File: src/design/lcd_pkg.sv
// shared constants and types for the loop chunk dispatcher
package lcd_pkg;
  localparam int MaxThreads = 64;
  localparam int IndexWidth = 32;
  localparam int CfgWidth   = 32;
  localparam int CfgIdxW    = 2;
  localparam int OutWidth   = 32;
  localparam int TcWidth    = 7;

  localparam logic [CfgIdxW-1:0] RegMode    = 2'd0;
  localparam logic [CfgIdxW-1:0] RegChunks  = 2'd1;
  localparam logic [CfgIdxW-1:0] RegThreads = 2'd2;

  localparam logic [1:0] ModeBlocked = 2'd0;
  localparam logic [1:0] ModeCyclic  = 2'd1;
  localparam logic [1:0] ModeGuided  = 2'd2;
  localparam logic [1:0] ModeDynamic = 2'd3;

  // controller to datapath
  typedef struct packed {
    logic capture;    // latch request and registers
    logic div_start;  // launch divide of dividend by thread count
    logic div_step;   // one quotient bit
    logic finish;     // compute result, update state
    logic out_load;   // load output register
  } lcd_cmd_t;

  // datapath to controller
  typedef struct packed {
    logic need_div;   // request needs the divider
    logic div_done;
    logic use_mem;    // cyclic request: needs cursor read state
  } lcd_sts_t;
endpackage

File: src/design/lcd_ram.sv
// generic single port ram with registered read
module lcd_ram #(
  parameter int Width = 32,
  parameter int Depth = 64
) (
  input  logic                     clk,
  input  logic                     we,
  input  logic [$clog2(Depth)-1:0] addr,
  input  logic [Width-1:0]         wdata,
  output logic [Width-1:0]         rdata
);
  logic [Width-1:0] mem [Depth];
  always_ff @(posedge clk) begin
    if (we) mem[addr] <= wdata;
    rdata <= mem[addr];
  end
endmodule

File: src/design/lcd_ctrl.sv
// request sequencer for the loop chunk dispatcher
module lcd_ctrl (
  input  logic              clk,
  input  logic              rst,
  input  logic              req_valid,
  output logic              req_ready,
  output logic              rsp_valid,
  input  logic              rsp_ready,
  input  lcd_pkg::lcd_sts_t sts,
  output lcd_pkg::lcd_cmd_t cmd
);
  localparam logic [2:0] StIdle = 3'd0;
  localparam logic [2:0] StDec  = 3'd1;
  localparam logic [2:0] StDiv  = 3'd2;
  localparam logic [2:0] StMem  = 3'd3;
  localparam logic [2:0] StFin  = 3'd4;

  logic [2:0] state, state_next;
  logic       rsp_full, rsp_full_next;

  assign req_ready = (state == StIdle);
  assign rsp_valid = rsp_full;

  always_comb begin
    cmd = '0;
    state_next = state;
    rsp_full_next = rsp_full;
    if (rsp_full && rsp_ready) rsp_full_next = 1'b0;
    case (state)
      StIdle: begin
        if (req_valid) begin
          cmd.capture = 1'b1;
          state_next = StDec;
        end
      end
      StDec: begin
        if (sts.need_div) begin
          cmd.div_start = 1'b1;
          state_next = StDiv;
        end else if (sts.use_mem) begin
          state_next = StMem;
        end else begin
          state_next = StFin;
        end
      end
      StDiv: begin
        if (sts.div_done) state_next = StFin;
        else cmd.div_step = 1'b1;
      end
      StMem: state_next = StFin;
      StFin: begin
        if (!rsp_full || rsp_ready) begin
          cmd.finish = 1'b1;
          cmd.out_load = 1'b1;
          rsp_full_next = 1'b1;
          state_next = StIdle;
        end
      end
      default: state_next = StIdle;
    endcase
  end

  always_ff @(posedge clk) begin
    if (rst) begin
      state <= StIdle;
      rsp_full <= 1'b0;
    end else begin
      state <= state_next;
      rsp_full <= rsp_full_next;
    end
  end
endmodule

File: src/design/lcd_dp.sv
// datapath: registers, cursors, radix-2 divider and result forming
module lcd_dp #(
  parameter int IndexWidth = lcd_pkg::IndexWidth
) (
  input  logic                           clk,
  input  logic                           rst,
  input  logic                           cfg_we,
  input  logic [lcd_pkg::CfgIdxW-1:0]    cfg_idx,
  input  logic [lcd_pkg::CfgWidth-1:0]   cfg_data,
  input  logic                           req_type,
  input  logic [5:0]                     thread_id,
  input  lcd_pkg::lcd_cmd_t              cmd,
  output lcd_pkg::lcd_sts_t              sts,
  output logic                           has_work,
  output logic [lcd_pkg::OutWidth-1:0]   first_chunk,
  output logic [lcd_pkg::OutWidth-1:0]   last_chunk,
  output logic                           is_last_chunk
);
  localparam int MaxThreads = lcd_pkg::MaxThreads;
  localparam int TidW = $clog2(MaxThreads);
  localparam int W = IndexWidth;
  localparam int CntW = $clog2(W + 1);
  localparam int OW = lcd_pkg::OutWidth;
  localparam int TW = lcd_pkg::TcWidth;
  localparam int XW = (W > OW) ? OW : W;

  logic [1:0]      sched_mode;
  logic [W-1:0]    chunk_count;
  logic [TW-1:0]   thread_count;
  logic [W-1:0]    shared_next;
  logic [MaxThreads-1:0] thread_seen;

  // latched request
  logic            r_start, r_bad, r_fresh;
  logic [5:0]      r_tid;
  logic [1:0]      r_mode;
  logic [W-1:0]    r_n;
  logic [TW+1:0]   r_t;   // effective thread count

  // divider
  logic [W-1:0]    dq, drem;
  logic [CntW-1:0] dcnt;

  logic [W-1:0]    cur_rd, cur_wd;
  logic            cur_we;

  // effective thread count, clamped to 1..MaxThreads
  logic [TW+1:0] t_eff;
  always_comb begin
    t_eff = {2'b0, thread_count};
    if (thread_count == '0) t_eff = (TW+2)'(1);
    else if ({2'b0, thread_count} > (TW+2)'(MaxThreads)) t_eff = (TW+2)'(MaxThreads);
  end

  logic [W-1:0] tid_w, t_w;
  assign tid_w = W'(r_tid);
  assign t_w   = W'(r_t);

  always_ff @(posedge clk) begin
    if (rst) begin
      sched_mode <= lcd_pkg::ModeBlocked;
      chunk_count <= '0;
      thread_count <= TW'(1);
    end else if (cfg_we) begin
      case (cfg_idx)
        lcd_pkg::RegMode:    sched_mode <= cfg_data[1:0];
        lcd_pkg::RegChunks:  chunk_count <= W'(cfg_data);
        lcd_pkg::RegThreads: thread_count <= cfg_data[TW-1:0];
        default: ;
      endcase
    end
  end

  always_ff @(posedge clk) begin
    if (cmd.capture) begin
      r_start <= ~req_type;
      r_tid <= thread_id;
      r_n <= chunk_count;
      r_t <= t_eff;
      r_bad <= ((TW+2)'(thread_id) >= t_eff);
      r_mode <= (t_eff == (TW+2)'(1)) ? lcd_pkg::ModeBlocked : sched_mode;
      r_fresh <= ~thread_seen[thread_id[TidW-1:0]];
    end
  end

  // guided dividend is remaining count; blocked is n
  logic [W-1:0] dividend;
  logic shared_ok;
  assign shared_ok = shared_next < r_n;
  assign dividend = (r_mode == lcd_pkg::ModeGuided) ? (r_n - shared_next) : r_n;

  always_comb begin
    sts.need_div = ~r_start & ~r_bad &
                   ((r_mode == lcd_pkg::ModeBlocked && r_fresh) ||
                    (r_mode == lcd_pkg::ModeGuided && shared_ok));
    sts.use_mem = ~r_start & ~r_bad & (r_mode == lcd_pkg::ModeCyclic);
    sts.div_done = (dcnt == '0);
  end

  // restoring divider, one quotient bit per cycle
  logic [W:0] trial;
  assign trial = {drem, dq[W-1]} - {1'b0, t_w};
  always_ff @(posedge clk) begin
    if (cmd.div_start) begin
      dq <= dividend;
      drem <= '0;
      dcnt <= CntW'(W);
    end else if (cmd.div_step) begin
      dcnt <= dcnt - 1'b1;
      if (!trial[W]) begin
        drem <= trial[W-1:0];
        dq <= {dq[W-2:0], 1'b1};
      end else begin
        drem <= {drem[W-2:0], dq[W-1]};
        dq <= {dq[W-2:0], 1'b0};
      end
    end
  end

  lcd_ram #(.Width(W), .Depth(MaxThreads)) u_cursor (
    .clk(clk), .we(cur_we), .addr(r_tid[TidW-1:0]), .wdata(cur_wd), .rdata(cur_rd)
  );

  // result forming
  logic          w_work, w_fin;
  logic [W-1:0]  w_first, w_last, c_val, share, delta, base, blk;
  logic [W:0]    c_sum;
  always_comb begin
    w_work = 1'b0; w_fin = 1'b0; w_first = '0; w_last = '0;
    cur_we = 1'b0; cur_wd = '0;
    c_val = r_fresh ? tid_w : cur_rd;
    c_sum = {1'b0, c_val} + {1'b0, t_w};
    share = dq + W'(drem != '0);
    delta = (share >> 1) + W'(share[0]);
    base = '0; blk = '0;
    if (!r_start && !r_bad) begin
      case (r_mode)
        lcd_pkg::ModeBlocked: begin
          if (r_fresh && r_n != '0 && tid_w < r_n) begin
            w_work = 1'b1;
            if (tid_w < drem) begin
              base = W'(tid_w * (dq + 1'b1));
              blk = dq + 1'b1;
            end else begin
              base = W'(tid_w * dq) + drem;
              blk = dq;
            end
            w_first = base;
            w_last = base + blk - 1'b1;
            w_fin = (r_n < t_w) ? (tid_w == r_n - 1'b1) : (tid_w == t_w - 1'b1);
          end
        end
        lcd_pkg::ModeCyclic: begin
          cur_we = cmd.finish;
          cur_wd = c_val;
          if (c_val < r_n) begin
            w_work = 1'b1;
            w_first = c_val; w_last = c_val;
            w_fin = (c_val == r_n - 1'b1);
            cur_wd = c_sum[W] ? '1 : c_sum[W-1:0];
          end
        end
        lcd_pkg::ModeGuided: begin
          if (shared_ok) begin
            w_work = 1'b1;
            w_first = shared_next;
            w_last = shared_next + delta - 1'b1;
            w_fin = (w_last == r_n - 1'b1);
          end
        end
        default: begin
          if (shared_ok) begin
            w_work = 1'b1;
            w_first = shared_next; w_last = shared_next;
            w_fin = (shared_next == r_n - 1'b1);
          end
        end
      endcase
    end
  end

  always_ff @(posedge clk) begin
    if (rst) begin
      shared_next <= '0;
      thread_seen <= '0;
    end else if (cmd.finish) begin
      if (r_start) begin
        shared_next <= '0;
        thread_seen <= '0;
      end else if (!r_bad) begin
        thread_seen[r_tid[TidW-1:0]] <= 1'b1;
        if (w_work && r_mode == lcd_pkg::ModeGuided) shared_next <= shared_next + delta;
        if (w_work && r_mode == lcd_pkg::ModeDynamic) shared_next <= shared_next + 1'b1;
      end
    end
  end

  always_ff @(posedge clk) begin
    if (cmd.out_load) begin
      has_work <= w_work;
      first_chunk <= OW'(w_first[XW-1:0]);
      last_chunk <= OW'(w_last[XW-1:0]);
      is_last_chunk <= w_work & w_fin;
    end
  end
endmodule

File: src/design/loop_chunk_dispatcher_top.sv
// top level of the loop chunk dispatcher
// Hands out loop chunk ranges to a team of threads. A start request (req_type 0) clears the
// shared cursor and the per-thread fresh marks and answers with no work; a next request
// (req_type 1) answers one range per sched_mode: static blocked, static cyclic, guided or
// dynamic. One item at a time: each request passes the idle state (capture), a decode state
// and a finish state; static cyclic adds a state of its own for the cursor ram read, and a
// request that needs the radix-2 divider by the thread count (static blocked on a fresh
// thread, guided with chunks left) adds the divide state. Results sit in an output
// register so a new request can be taken while the last transfer is still pending; a
// second result waits in the finish state until the output register frees up. Configure
// only while idle.
module loop_chunk_dispatcher_top #(
  parameter int IndexWidth = lcd_pkg::IndexWidth
) (
  input  logic                         clk,
  input  logic                         rst,
  // configuration writes
  input  logic                         cfg_we,
  input  logic [lcd_pkg::CfgIdxW-1:0]  cfg_idx,
  input  logic [lcd_pkg::CfgWidth-1:0] cfg_data,
  // request channel
  input  logic                         req_valid,
  output logic                         req_ready,
  input  logic                         req_type,
  input  logic [5:0]                   thread_id,
  // result channel
  output logic                         rsp_valid,
  input  logic                         rsp_ready,
  output logic                         has_work,
  output logic [lcd_pkg::OutWidth-1:0] first_chunk,
  output logic [lcd_pkg::OutWidth-1:0] last_chunk,
  output logic                         is_last_chunk
);
  lcd_pkg::lcd_cmd_t cmd;
  lcd_pkg::lcd_sts_t sts;

  // sequencer
  lcd_ctrl u_ctrl (
    .clk, .rst, .req_valid, .req_ready, .rsp_valid, .rsp_ready, .sts, .cmd
  );

  // state, divider and result register
  lcd_dp #(.IndexWidth(IndexWidth)) u_dp (
    .clk, .rst, .cfg_we, .cfg_idx, .cfg_data, .req_type, .thread_id, .cmd, .sts,
    .has_work, .first_chunk, .last_chunk, .is_last_chunk
  );
endmodule

File: config.mk
export PLATFORM = sky130hd
export DESIGN_NAME = loop_chunk_dispatcher_top
export DESIGN_NICKNAME = d
export VERILOG_FILES = /design/src/design/lcd_pkg.sv /design/src/design/lcd_ram.sv /design/src/design/lcd_ctrl.sv /design/src/design/lcd_dp.sv /design/src/design/loop_chunk_dispatcher_top.sv
export SDC_FILE = /design/constraint.sdc
export NUM_CORES = 2
export LEC_CHECK = 0
export ABC_AREA = 1
export BUFFER_PORTS_ARGS = -buffer_cell sky130_fd_sc_hd__buf_2
export CAP_MARGIN = 20
export CORE_MARGIN = 5
export CORE_UTILIZATION = 45
export CTS_CLUSTER_SIZE = 30
export DETAILED_ROUTE_END_ITERATION = 16
export PLACE_DENSITY = 0.68
export SLEW_MARGIN = 20
export SYNTH_ARGS = -nofsm -noshare
export SYNTH_HDL_FRONTEND = slang
export SYNTH_HIERARCHICAL = 1
export SYNTH_SLANG_ARGS = --single-unit
File: constraint.sdc
create_clock -name clk -period 16.7 [get_ports clk]
set_input_delay 0.835 -clock clk [delete_from_list [all_inputs] [get_ports clk]]
set_output_delay 0.835 -clock clk [all_outputs]
set_load 0.01 [all_outputs]
Word level (Yosys, flattened, before mapping)

Memories as Yosys holds them, arrays and structs flattened. A register that Yosys moved wholly into a read port is not among the register bits.
Cells that the tools add are included.

Register bits: 329
Bits in latches: 0
Memory bits (writable): 2048
ROM bits: 0
Input bits: 46
Output and inout bits: 68
Logic and storage cells: 176
Memories kept: 1

Memories:

| memory            | words | bits a word | read ports | clocked after memory_dff | wr ports | line          | text |
|---|---|---|---|---|---|---|---|
| u_dp.u_cursor.mem | 64    | 32          | 1          | 1                        | 1        | lcd_ram.sv:12 | `logic [Width-1:0] mem [Depth];` |

Add/subtract/negate cells: 15
$mul: 2
Div/mod/pow operators: 0
Order comparisons: 10
Equality and inequality tests: 19
Shift operators: 0
Mux-type cells: 70
Bitwise logic cells: 9
Reduce and logical (&&, ||, !) cells: 29

Operators by type and width:

| cell                    | count |
|---|---|
| $mux W32                | 26 |
| $mux W64                | 2 |
| $add A32 B32 Y32        | 3 |
| $eq A32 B32 Y1          | 3 |
| $pmux W32 S3            | 1 |
| $sub A32 B1 Y32 const B | 3 |
| $add A32 B1 Y32 const B | 2 |
| $eq A6 B32 Y1           | 2 |
| $lt A32 B32 Y1          | 2 |
| $lt A6 B32 Y1           | 2 |
| $mul A6 B32 Y32         | 2 |
| $or A64 B64 Y64         | 1 |
| $pmux W32 S2            | 1 |
| $reduce_bool A32 Y1     | 2 |
| $add A32 B9 Y33         | 1 |
| $sub A33 B9 Y33         | 1 |
| $add A31 B1 Y32         | 1 |
| $add A32 B1 Y32         | 1 |
| $lt A32 B9 Y1           | 1 |
| $sub A32 B32 Y32        | 1 |
| $mux W1                 | 26 |
| $mux W3                 | 5 |
| $pmux W3 S5             | 1 |
| $lt A6 B7 Y1 const B    | 2 |
| 32 further kinds        | 62 |

Longest topological paths before layout

Depth in word-level cells: 11
Gate-level depth with buffers: 47
Gate-level depth less buffers: 44

By module

Netlist, hierarchy kept.

Modules (own cells, without submodules):

| module   | instances | cells an instance | area an instance (um^2) | sequential area each (um^2) |
|---|---|---|---|---|
| lcd_ram  | 1         | 8440              | 86503.0                 | 62139.6 |
| lcd_dp   | 1         | 6029              | 40711.5                 | 7947.6 |
| lcd_ctrl | 1         | 43                | 257.7                   | 80.1 |

Worst setup path before layout

Ideal clock, no wire load.

Path type: in2reg
Start: input port rsp_ready
End: memory u_dp.u_cursor.mem[41][0], enable pin
Arrival time: 7.706 ns
Required time: 16.198 ns
Path slack: 8.493 ns
Stages: 8
Buffers on the path: 2
Cell sequence: nor2_1 > nor2_1 > buf_4 > inv_1 > nor2_1 > clkbuf_1 > inv_1 > nor4_1

RTL lines:

| element         | line                            | text |
|---|---|---|
| start, declared | loop_chunk_dispatcher_top.sv:28 | `input logic rsp_ready,` |
| end, declared   | lcd_ram.sv:12                   |  |

Final worst setup path

Start: register u_dp.r_tid[0]
End: register u_dp/last_chunk[31] (netlist bit) (data pin)

Longest elaborated chain between the ends: 10

Ends and longest elaborated chain:

| element                | line          | text |
|---|---|---|
| start, declared        | lcd_dp.sv:35  | `logic [5:0] r_tid;` |
| start signal, assigned | lcd_dp.sv:77  | `r_tid <= thread_id;` |
| $mul A6 B32 Y32        | lcd_dp.sv:145 | `base = W'(tid_w * dq) + drem;` |
| $add A32 B32 Y32       | lcd_dp.sv:145 |  |
| $mux W32               | lcd_dp.sv:141 | `if (tid_w < drem) begin` |
| $mux W32               | lcd_dp.sv:139 | `if (r_fresh && r_n != '0 && tid_w < r_n) begin` |
| $mux W32               | lcd_dp.sv:137 | `case (r_mode)` |
| $mux W32               | lcd_dp.sv:136 | `if (!r_start && !r_bad) begin` |
| $add A32 B32 Y32       | lcd_dp.sv:149 | `w_last = base + blk - 1'b1;` |
| $sub A32 B1 Y32        | lcd_dp.sv:149 |  |
| $mux W32               | lcd_dp.sv:139 |  |
| $pmux W32 S3 *         | lcd_dp.sv:137 |  |
| end signal, assigned   | lcd_dp.sv:202 | `last_chunk <= OW'(w_last[XW-1:0]);` |
| end, declared          | lcd_dp.sv:16  | `output logic [lcd_pkg::OutWidth-1:0] last_chunk,` |

Mark *: on every way between the ends. The rest lies on a longest branch, timed or not. The select of a mux whose other input is x is not followed.
A chain may end at the register's enable or synchronous reset.

==> run metrics <==
outcome=finished, final reports clean; H-tree levels=5; clock sink count=between 2000 and 2500; DIE AREA=around 290000 um2; wire length per cell=around 23 um; maximum number of pins on one net before global-route repair=~170; CTS resizes=0; Synth Cell Area=approximately 130000 um2; unique cell type count in the Yosys netlist=76; top flop regs=u_dp/u_cursor/mem x2048, u_dp/thread_seen x64; GRT Util Overall=roughly 29%; pwr/cell area=~150 nW/um2; Final TNS setup=0 ns; Biggest register=u_dp/u_cursor/mem; endpoints failing setup=0; num rows=195; Post-CTS Setup Inserts=0; final worst-path cycle share=between 50% and 60%; number of DRC markers in iteration 0=roughly 11000; synth warn=6; Crit Path Max Fanout=29; hold path start=cfg_data[21]; critical path endpoint category=flop; CTS Buffer Depth=4; Async S/R FF share, synth=0%; Syn Nets=approximately 15000; Final Routed Wirelength=~430000 um; ys flop type=edfxtp_1; Port-buffer cells=113; CTS tree=yes; Reg-to-Reg Start=u_dp/r_tid[0]$_DFFE_PP_; crit-path most repeated cell=nand2_1; worst hold path depth=3; syn_area_per_cell=approximately 8.8 um2; sequential share of the synthesized area=between 50 and 60%; f_max=107 MHz; fin nets=~15000; VDD IR max=0.159 mV; Worst Skew=0.0671 ns; Crit-path slowest cell=edfxtp_1; Fillers=around 26000; Slew @ Worst Pin=around 1.2 ns; Register-to-Register Setup Slack=roughly 7.3 ns; number of synthesized flops with an enable pin=~2200; Inserted Clock Buffers=265; CTS Hold Bufs=0; initial antenna violation count=19; worst skew pair latency=0.90 ns; Area growth, synth to finish=10.9%; CP arrival=roughly 10 ns; hold_ws=approximately 0.18 ns; GP Congestion=1.06; top-level I/O count=around 110; Max-Cap Viols=0; drt first pass iters=8; Pleak=about 63 nW; Residual DRC=0; share of layout cells above drive strength 1=between 6 and 7%; r2r worst-path depth=between 40 and 50; Max Slew Vio Count=0; Max stage delay on crit path=0.87 ns; commonest non-fill, non-tap cells in the layout=nand2_1 (6951), edfxtp_1 (2196), inv_1 (1108); Via Count=99900; placed instance count=18000; Reg clk slew, reported paths=0.06 ns; first-pass GRT wire length=623000 um; crit path kind=flop to flop; Largest register FFs=slightly above 2000; Hold Violations, Final=0; Antenna Nets Post-Route=0; chip height=about 540 um; FF-to-FF End=u_dp/last_chunk[31]$_SDFFCE_PN0P_; Hold Crit Class=input port to flop; RSZ-0062 raised after global routing=no; number of global-route vias before repair=92100; cells after synthesis=around 15000; initial core utilization=a little under half; Worst Hold End=u_dp/chunk_count[21]$_SDFFE_PP0P_; CP Data Required Time=17.42 ns; root buffer cell=clkbuf_16; Critical Path Source=u_dp/r_tid[0]$_DFFE_PP_; Via density=roughly 5.4; GR Overflow Total=0; CP startpoint kind=flop; Slew HR=between 20% and 30%; HPWL after DPL=approximately 290000 um; commonest non-fill, non-tap cell in the layout=nand2_1; FF+latch count, synth=2407; Die Wd=approximately 540 um; CORE AREA=about 280000 um2; Final Critical Period=9.36 ns; Non-Filler Instances=around 18000
==> kinds of logic after synthesis <==
group | synth area share (%)
simple gates | 25.9
flops | 55.0
buf+inv | 5.59
compound gates | 4.92
fa+ha+maj | 6.65
xor+xnor | 1.88
mux | 0.0157
==> worst max-delay path by stage <==
| stage | endpoint | slack [ns] | cells after the start |
|---|---|---|---|
| 6_report | u_dp/last_chunk[31]$_SDFFCE_PN0P_ | 7.34 | 41 |
| 5_1_grt | u_dp/last_chunk[29]$_SDFFCE_PN0P_ | 6.77 | 39 |
| 4_1_cts | u_dp/last_chunk[31]$_SDFFCE_PN0P_ | 7.49 | 41 |
| 3_5_place_dp | u_dp/last_chunk[31]$_SDFFCE_PN0P_ | 7.48 | 41 |
| 3_3_place_gp | u_dp/last_chunk[31]$_SDFFCE_PN0P_ | 7.50 | 39 |
| 2_1_floorplan | u_dp/u_cursor/mem[41][0]$_DFFE_PP_ | 8.49 | 8 |
==> metrics by stage <==
stage                     total power, mW  setup slack [ns]  instance area (um2)  util [%]
final                                20.8              7.34               141000      50.1
after detailed placement             15.0              7.48               133000      47.1
after floorplan                      12.2              8.49               127000         -
after global routing                 22.0              6.77               141000      50.1
after global placement               15.1              7.50               133000      47.1
after CTS                            20.7              7.49               141000      50.1
==> report_power, final <==
part	leakage (nW)	total (mW)	internal, mW	switching (mW)
Clock	4.12	5.74	3.35	2.38
Sequential	23.6	6.93	6.73	0.203
Combinational	35.4	8.14	2.41	5.72
Total	63.1	20.8	12.5	8.31
==> synthesized netlist by cell type, types with 90 or more instances <==
master / instances / share of area [%]
o21ai_0: 393 / 1.5
clkbuf_1: 269 / 0.79
edfxtp_1: 2196 / 52
nand3_1: 272 / 1.1
nor2_1: 793 / 2.3
nand4_1: 90 / 0.44
nor3_1: 105 / 0.41
a21oi_1: 473 / 1.9
nand2_1: 6952 / 20
dfxtp_1: 211 / 3.3
inv_1: 1110 / 3.3
xor2_1: 213 / 1.5
ha_1: 274 / 2.7
fa_1: 252 / 4.0
buf_2: 265 / 1.0
==> worst max-delay path, delay by kind of cell, from the launching register on <==
| kind | cells | cell delay (ns) |
|---|---|---|
| AO/OA/AOI/OAI | 7 | 2.30 |
| flip-flops | 1 | 0.87 |
| adder cells (fa/ha/maj) | 7 | 3.08 |
| buffers and inverters | 8 | 0.92 |
| XOR/XNOR | 1 | 0.20 |
| AND/OR/NAND/NOR | 18 | 1.81 |
==> metal layers <==
layer,GRT usage [%],share of wire (%)
met1,39.9,41
met2,43.1,44
met5,0,0
met4,13.8,5.7
met3,5.13,9.7
==> layout make-up <==
cell class                      count  area [um2]  share of cell area [%]
Sequential cell                  2407       70200                    49.6
Multi-Input combinational cell  10300       51200                    36.2
Clock buffer                      341        7250                    5.13
Tap cell                         3743        4680                    3.31
Inverter                         1165        4400                    3.11
Timing Repair Buffer              350        2510                    1.78
Clock inverter                    127        1210                   0.853
Antenna cell                       14        35.0                  0.0248
(Power assumes the default switching activity.)
